**config.mk**
```make
export PLATFORM = sky130hd
export DESIGN_NAME = freefall_duration_detector_top
export DESIGN_NICKNAME = d
export VERILOG_FILES = /design/src/rtl/ffd_pkg.sv /design/src/rtl/ffd_square.sv /design/src/rtl/ffd_track.sv /design/src/rtl/freefall_duration_detector_top.sv
export SDC_FILE = /design/constraint.sdc
export NUM_CORES = 2
export LEC_CHECK = 0
export ABC_CLOCK_PERIOD_IN_PS = 6300
export BUFFER_PORTS_ARGS = -buffer_cell sky130_fd_sc_hd__buf_2
export CAP_MARGIN = 20
export CORE_AREA = 2 2 296 298
export CTS_CLUSTER_DIAMETER = 80
export DETAILED_ROUTE_END_ITERATION = 8
export DIE_AREA = 0 0 298 300
export HOLD_SLACK_MARGIN = 0.12
export PLACE_DENSITY_LB_ADDON = 0.3
export SYNTH_ARGS = -nofsm -noshare
export SYNTH_HDL_FRONTEND = slang
export SYNTH_SLANG_ARGS = --single-unit
```
**constraint.sdc**
```tcl
create_clock -name i_clk -period 6.3 [get_ports i_clk]
set_input_delay 0.63 -clock i_clk [delete_from_list [all_inputs] [get_ports i_clk]]
set_output_delay 0.63 -clock i_clk [all_outputs]
set_load 0.02 [all_outputs]
```
**src/rtl/ffd_pkg.sv**
```systemverilog
// Shared types and constants for the free-fall duration detector.
package ffd_pkg;

    localparam int ACCEL_W = 16;
    localparam int PROD_W  = 2 * ACCEL_W;   // signed product of two axis values
    localparam int SQ_W    = 31;   // one axis squared, up to 2^30
    localparam int MAG_W   = 32;   // sum of three squares, up to 3 * 2^30
    localparam int TIME_W  = 32;
    localparam int IDX_W   = 8;
    localparam int STEP_W  = 8;
    localparam int OFFS_W  = STEP_W + IDX_W;
    localparam int MIN_W   = 16;
    localparam int CFG_IDX_W  = 2;
    localparam int CFG_DATA_W = 32;

    localparam logic [CFG_IDX_W-1:0] CFG_FALL_THRESHOLD_SQ = 2'd0;
    localparam logic [CFG_IDX_W-1:0] CFG_MIN_FALL_SAMPLES  = 2'd1;
    localparam logic [CFG_IDX_W-1:0] CFG_SAMPLE_STEP_MS    = 2'd2;

    localparam logic [MAG_W-1:0]  RST_FALL_THRESHOLD_SQ = 32'd589824;  // 9.0 in Q16.16
    localparam logic [MIN_W-1:0]  RST_MIN_FALL_SAMPLES  = 16'd10;
    localparam logic [STEP_W-1:0] RST_SAMPLE_STEP_MS    = 8'd10;

    typedef struct packed {
        logic [MAG_W-1:0]  fall_threshold_sq;
        logic [MIN_W-1:0]  min_fall_samples;
        logic [STEP_W-1:0] sample_step_ms;
    } t_cfg;

    // Payload of the square stage
    typedef struct packed {
        logic [SQ_W-1:0]   sq_x;
        logic [SQ_W-1:0]   sq_y;
        logic [SQ_W-1:0]   sq_z;
        logic [TIME_W-1:0] packet_time;
        logic [OFFS_W-1:0] time_offs;
    } t_sq_data;

endpackage

```
**src/rtl/ffd_square.sv**
```systemverilog
// Input register stage: per-axis squares and in-packet time offset.
module ffd_square (
    input  logic                         i_clk,
    input  logic                         i_rst_n,
    input  logic                         i_in_valid,
    output logic                         o_in_ready,
    input  logic signed [ffd_pkg::ACCEL_W-1:0] i_accel_x,
    input  logic signed [ffd_pkg::ACCEL_W-1:0] i_accel_y,
    input  logic signed [ffd_pkg::ACCEL_W-1:0] i_accel_z,
    input  logic [ffd_pkg::TIME_W-1:0]   i_packet_time,
    input  logic [ffd_pkg::IDX_W-1:0]    i_sample_index,
    input  logic [ffd_pkg::STEP_W-1:0]   i_sample_step_ms,
    input  logic                         i_stall,
    output logic                         o_sq_valid,
    output ffd_pkg::t_sq_data            o_sq_data
);

    logic              r_valid;
    ffd_pkg::t_sq_data r_data;
    ffd_pkg::t_sq_data n_data;
    logic signed [ffd_pkg::PROD_W-1:0] w_px;
    logic signed [ffd_pkg::PROD_W-1:0] w_py;
    logic signed [ffd_pkg::PROD_W-1:0] w_pz;
    logic w_accept;

    assign o_in_ready = !r_valid || !i_stall;
    assign w_accept   = i_in_valid && o_in_ready;

    assign w_px = ffd_pkg::PROD_W'(i_accel_x) * ffd_pkg::PROD_W'(i_accel_x);
    assign w_py = ffd_pkg::PROD_W'(i_accel_y) * ffd_pkg::PROD_W'(i_accel_y);
    assign w_pz = ffd_pkg::PROD_W'(i_accel_z) * ffd_pkg::PROD_W'(i_accel_z);

    always_comb begin
        n_data.sq_x        = w_px[ffd_pkg::SQ_W-1:0];
        n_data.sq_y        = w_py[ffd_pkg::SQ_W-1:0];
        n_data.sq_z        = w_pz[ffd_pkg::SQ_W-1:0];
        n_data.packet_time = i_packet_time;
        n_data.time_offs   = ffd_pkg::OFFS_W'(i_sample_step_ms)
                           * ffd_pkg::OFFS_W'(i_sample_index);
    end

    always_ff @(posedge i_clk) begin
        if (!i_rst_n) begin
            r_valid <= 1'b0;
        end else if (w_accept) begin
            r_valid <= 1'b1;
        end else if (!i_stall) begin
            r_valid <= 1'b0;
        end
    end

    always_ff @(posedge i_clk) begin
        if (w_accept) begin
            r_data <= n_data;
        end
    end

    assign o_sq_valid = r_valid;
    assign o_sq_data  = r_data;

endmodule

```
**src/rtl/ffd_track.sv**
```systemverilog
// Fall tracking stage: threshold compare, run count, start time and result register.
module ffd_track #(
    parameter int COUNT_BITS = 16
) (
    input  logic                       i_clk,
    input  logic                       i_rst_n,
    input  ffd_pkg::t_cfg              i_cfg,
    input  logic                       i_sq_valid,
    input  ffd_pkg::t_sq_data          i_sq_data,
    output logic                       o_stall,
    output logic                       o_out_valid,
    input  logic                       i_out_ready,
    output logic [ffd_pkg::TIME_W-1:0] o_fall_duration
);

    localparam int CMP_W = (COUNT_BITS > ffd_pkg::MIN_W) ? COUNT_BITS : ffd_pkg::MIN_W;

    logic [COUNT_BITS-1:0]      r_count;
    logic [COUNT_BITS-1:0]      n_count;
    logic [ffd_pkg::TIME_W-1:0] r_start;
    logic [ffd_pkg::TIME_W-1:0] n_start;
    logic                       r_out_valid;
    logic [ffd_pkg::TIME_W-1:0] r_duration;

    logic [ffd_pkg::MAG_W-1:0]  w_mag;
    logic [ffd_pkg::TIME_W-1:0] w_now;
    logic [CMP_W-1:0]           w_count_ext;
    logic [CMP_W-1:0]           w_min_ext;
    logic                       w_falling;
    logic                       w_report;
    logic                       w_adv;

    assign o_stall = r_out_valid && !i_out_ready;
    assign w_adv   = i_sq_valid && !o_stall;

    assign w_mag = ffd_pkg::MAG_W'(i_sq_data.sq_x) + ffd_pkg::MAG_W'(i_sq_data.sq_y)
                 + ffd_pkg::MAG_W'(i_sq_data.sq_z);
    assign w_falling = w_mag < i_cfg.fall_threshold_sq;
    assign w_now = i_sq_data.packet_time + ffd_pkg::TIME_W'(i_sq_data.time_offs);

    assign w_count_ext = CMP_W'(r_count);
    assign w_min_ext   = CMP_W'(i_cfg.min_fall_samples);
    assign w_report    = !w_falling && (w_count_ext > w_min_ext);

    always_comb begin
        n_count = r_count;
        n_start = r_start;
        if (w_falling) begin
            if (r_count == '0) begin
                n_start = w_now;
            end
            // saturate at all ones
            if (!(&r_count)) begin
                n_count = r_count + COUNT_BITS'(1);
            end
        end else begin
            n_count = '0;
        end
    end

    always_ff @(posedge i_clk) begin
        if (!i_rst_n) begin
            r_count     <= '0;
            r_start     <= '0;
            r_out_valid <= 1'b0;
        end else begin
            if (w_adv) begin
                r_count <= n_count;
                r_start <= n_start;
            end
            if (!o_stall) begin
                r_out_valid <= w_adv && w_report;
            end
        end
    end

    always_ff @(posedge i_clk) begin
        if (!o_stall) begin
            r_duration <= w_now - r_start;
        end
    end

    assign o_out_valid     = r_out_valid;
    assign o_fall_duration = r_duration;

endmodule

```
**src/rtl/freefall_duration_detector_top.sv**
```systemverilog
// Top level of the free-fall duration detector: config registers and the two stages.
//
// Accepts one accelerometer sample per clock and produces at most one fall duration
// per sample. A result passes two register stages after its sample is accepted: the
// first register stage holds the three axis squares and the in-packet time offset,
// the second compares the squared magnitude, updates the run count and start time
// and loads the result register. Throughput is one sample per cycle whenever the
// result side takes its transactions; a waiting result stalls the input only when
// the square stage is also full. Configuration is taken every cycle and should be
// written only while no sample is in flight.
module freefall_duration_detector_top #(
    parameter int COUNT_BITS = 16
) (
    input  logic                                  i_clk,
    input  logic                                  i_rst_n,
    input  logic                                  i_cfg_valid,
    output logic                                  o_cfg_ready,
    input  logic [ffd_pkg::CFG_IDX_W-1:0]         i_cfg_index,
    input  logic [ffd_pkg::CFG_DATA_W-1:0]        i_cfg_data,
    input  logic                                  i_in_valid,
    output logic                                  o_in_ready,
    input  logic signed [ffd_pkg::ACCEL_W-1:0]    i_accel_x,
    input  logic signed [ffd_pkg::ACCEL_W-1:0]    i_accel_y,
    input  logic signed [ffd_pkg::ACCEL_W-1:0]    i_accel_z,
    input  logic [ffd_pkg::TIME_W-1:0]            i_packet_time,
    input  logic [ffd_pkg::IDX_W-1:0]             i_sample_index,
    output logic                                  o_out_valid,
    input  logic                                  i_out_ready,
    output logic [ffd_pkg::TIME_W-1:0]            o_fall_duration
);

    ffd_pkg::t_cfg     r_cfg;
    ffd_pkg::t_sq_data w_sq_data;
    logic              w_sq_valid;
    logic              w_stall;

    assign o_cfg_ready = 1'b1;

    always_ff @(posedge i_clk) begin
        if (!i_rst_n) begin
            r_cfg.fall_threshold_sq <= ffd_pkg::RST_FALL_THRESHOLD_SQ;
            r_cfg.min_fall_samples  <= ffd_pkg::RST_MIN_FALL_SAMPLES;
            r_cfg.sample_step_ms    <= ffd_pkg::RST_SAMPLE_STEP_MS;
        end else if (i_cfg_valid) begin
            unique case (i_cfg_index)
                ffd_pkg::CFG_FALL_THRESHOLD_SQ: begin
                    r_cfg.fall_threshold_sq <= i_cfg_data[ffd_pkg::MAG_W-1:0];
                end
                ffd_pkg::CFG_MIN_FALL_SAMPLES: begin
                    r_cfg.min_fall_samples <= i_cfg_data[ffd_pkg::MIN_W-1:0];
                end
                ffd_pkg::CFG_SAMPLE_STEP_MS: begin
                    r_cfg.sample_step_ms <= i_cfg_data[ffd_pkg::STEP_W-1:0];
                end
                default: begin
                    // unknown index: write dropped
                end
            endcase
        end
    end

    ffd_square u_square (
        .i_clk            (i_clk),
        .i_rst_n          (i_rst_n),
        .i_in_valid       (i_in_valid),
        .o_in_ready       (o_in_ready),
        .i_accel_x        (i_accel_x),
        .i_accel_y        (i_accel_y),
        .i_accel_z        (i_accel_z),
        .i_packet_time    (i_packet_time),
        .i_sample_index   (i_sample_index),
        .i_sample_step_ms (r_cfg.sample_step_ms),
        .i_stall          (w_stall),
        .o_sq_valid       (w_sq_valid),
        .o_sq_data        (w_sq_data)
    );

    ffd_track #(
        .COUNT_BITS (COUNT_BITS)
    ) u_track (
        .i_clk           (i_clk),
        .i_rst_n         (i_rst_n),
        .i_cfg           (r_cfg),
        .i_sq_valid      (w_sq_valid),
        .i_sq_data       (w_sq_data),
        .o_stall         (w_stall),
        .o_out_valid     (o_out_valid),
        .i_out_ready     (i_out_ready),
        .o_fall_duration (o_fall_duration)
    );

endmodule

```
==> out/results.txt <==
setup violation total in the final timing report = 0
fmax = 0.1675 GHz
Max-slew headroom = 42.67%
WL per Instance = 15.24 µm
first-pass GRT wire length = 158,600 µm
worst slew pin tran = 0.8599 ns
Main synth FF type = edfxtp_1
worst r2r dst = u_track.r_start[7]$_SDFFE_PN0P_
core footprint = 86,210 µm²
Clock Path Buffers = 3
first-pass iteration count of the detailed router = 5
Yosys top cell area share = 35.29%
initial antenna violation count = 7
worst skew pair latency = 0.53 ns
Synth cell types = 87
area of the multi-input gates = 30,920 µm²
Total Nets Final = 6,181
Max FO, Critical Path = 6
largest net degree at the start of global routing = 95
Setup CP Type = in2reg
Yosys Warn Count = 0
EDFF count, synth = 170
initial drt markers = 1,330
Overall Global Routing Usage = 21.77%
detailed placer's ending HPWL = 80,020 µm
average size of a mapped cell = 9.564 µm²
Worst Path Arrival = 6.25 ns
async set-reset flop share out of synthesis = 0%
DRC viols = 0
Syn Nets = 5,777
Ports = 162
R2R cell count = 22
CP max-delay cell = fa_1
worst hold slack = 0.2738 ns
commonest cells after routing, fill and taps aside = inv_1 (1,141), fa_1 (753), ha_1 (423), nand2_1 (410), buf_4 (297)
H-tree levels = 2
vias per cell = 4.981
setup_tns = 0 ns
clk sinks = 276
Die ar. = 89,400 µm²
Setup crit end kind = register
max_cap viols = 0
hold path start = i_packet_time[22]
Root Buffer = clkbuf_16
Post-Synthesis Cells = 4,472
layout cells sized above 1 = 11.92%
RR Startpoint = u_square.o_sq_data[87]$_DFFE_PP_
worst min path class = in2reg
CP top delay family = adder cells
WHS Endpoint = u_square.o_sq_data[38]$_DFFE_PP_
Reg clk slew, reported paths = 0.06 ns
Detailed Route WL = 92,430 µm
Worst Path Required = 6.58 ns
top cells by area, synth = fa_1 (35%), ha_1 (12%), edfxtp_1 (12%), inv_1 (10%), dfxtp_1 (5.0%)
area grow syn2layout = 12.71%
post-synthesis sequential area ratio = 16.90%
RSZ-0062 raised after global routing = no
Inst Count DP = 5,994
post-route clock period utilization = 94.79%
status = finished, final reports clean
Bufs and invs on worst path = 8
#FFs+latches synth = 276
worst stage delay on the critical path = 0.53 ns
vias = 30,200
Routed Antenna Nets = 0
fillers = 7,734
Final Hold Fails = 0
I/O Buffers = 160
Worst Clk Skew = 0.01381 ns
R2R Setup Slk = 0.50 ns
post-synthesis cell area = 42,770 µm²
commonest non-fill, non-tap cell in the layout = inv_1
std cell rows = 108
most frequent CP cell = fa_1
hold depth = 1
grt ovf = 0
startpoint types = primary input
cell taking the most area after synthesis = fa_1
post-route minimum period = 5.972 ns
CTS tree = done
Max Slew Vio Count = 0
width of the chip = 298 µm
GPL Wtd Cong = 0.9270
Starting Density = 49.61%
CTS Buf Count = 34
Post-CTS Hold Fix Bufs = 0
post-route non-filler standard cell count = 6,063
Die Height = 300 µm
vias in the first global route = 32,610
Seq. cell area = 7227 µm²
## routing by layer
metal / global-route usage [%] / up-vias / routed length (µm)
li1: - / 14570 / -
met2: 38.86 / 558 / 46360
met1: 28.12 / 14940 / 39670
met4: 7.083 / 0 / 2977
met5: 0 / - / 0
met3: 1.720 / 140 / 3422
## Yosys cell counts, types with 6 or more instances
master     number
o21a_1         17
edfxtp_1      170
nand4_1        21
inv_1        1143
a211o_1         8
clkbuf_1       87
xor2_1         66
a21oi_1       150
a21boi_0       52
nor3_1         29
fa_1          754
or3_1          10
nand3_1        37
or2_2          18
ha_1          424
xnor2_1       168
and3_1         17
a211oi_1       13
nor2_1        206
nor3b_1         7
nor4_1          6
nor2b_1        53
a21o_1         59
o21ai_0        74
nand2_1       410
nand2b_1       22
and2_1        147
o211ai_1       15
a31oi_1        15
o21bai_1       22
mux2i_1        26
o2111ai_1       8
dfxtp_1       106
a31o_2         11
o31ai_1        10
## layout make-up
class / count / area share (%)
Multi-Input combinational cell: 2954 / 64.14
Sequential cell: 276 / 14.99
Inverter: 1147 / 8.934
Timing Repair Buffer: 463 / 6.536
Tap cell: 1155 / 2.998
Clock buffer: 44 / 1.993
Clock inverter: 17 / 0.3738
Antenna cell: 7 / 0.03634
## registers in the layout, indices dropped and copies added (netlist names)
register / count
u_track.o_out_valid: 1
u_track.o_fall_duration: 32
u_square.o_sq_valid: 1
u_track.r_count: 16
r_cfg: 56
u_track.r_start: 32
u_square.o_sq_data: 138
## through the flow
step,worst slack [ns],util [%],instance area [µm²]
6_report,0.3285,55.92,48210
4_1_cts,0.1094,55.87,48160
3_3_place_gp,-0.1321,54.54,47020
5_1_grt,0.0001767,55.91,48200
2_1_floorplan,-0.04240,-,42800
3_5_place_dp,-0.2424,54.54,47020
## worst reg2reg max path: cells and delay by family, from the launching register on
family,cells,cell delay [ns]
adder cells (fa/ha/maj),3,1.11
flip-flops,1,0.44
XOR/XNOR,1,0.13
multiplexers,1,0.25
AND/OR/NAND/NOR,4,1.07
buffers and inverters,1,0.29
AO/OA/AOI/OAI,12,2.39
## timing repair
item	in CTS	in global routing
resized for setup	0	3
endpoints found under the setup margin	0	47
setup buffers	0	1
## cells by family (layout without fill, tap and decap cells)
family / Yosys count / in the layout / share of synthesized area (%)
XOR/XNOR: 234 / 234 / 4.792
other: 2 / 9 / 0.01756
adder cells (fa/ha/maj): 1178 / 1178 / 47.69
flip-flops: 276 / 276 / 16.90
AND/OR/NAND/NOR: 1004 / 1004 / 11.01
buffers and inverters: 1242 / 1671 / 10.93
AO/OA/AOI/OAI: 507 / 507 / 7.966
multiplexers: 29 / 29 / 0.6875
## worst max-delay path by stage
stage                                          start                           endpoint  slack (ns)  depth (start not counted)
global placement                        i_accel_y[2]  u_square.o_sq_data[103]$_DFFE_PP_       -0.13                         23
floorplan                              i_accel_z[15]   u_square.o_sq_data[77]$_DFFE_PP_       -0.04                         24
finish                                  i_accel_y[3]  u_square.o_sq_data[103]$_DFFE_PP_        0.33                         25
detailed placement                      i_accel_y[3]  u_square.o_sq_data[103]$_DFFE_PP_       -0.24                         25
global route                            i_accel_y[3]  u_square.o_sq_data[103]$_DFFE_PP_      0.0002                         25
CTS                 u_square.o_sq_data[86]$_DFFE_PP_   u_track.r_start[25]$_SDFFE_PN0P_        0.11                         22
Power is left out: the tool's default activity adds up to more than one toggle a clock period on the data nets, which glitch-free logic cannot reach.
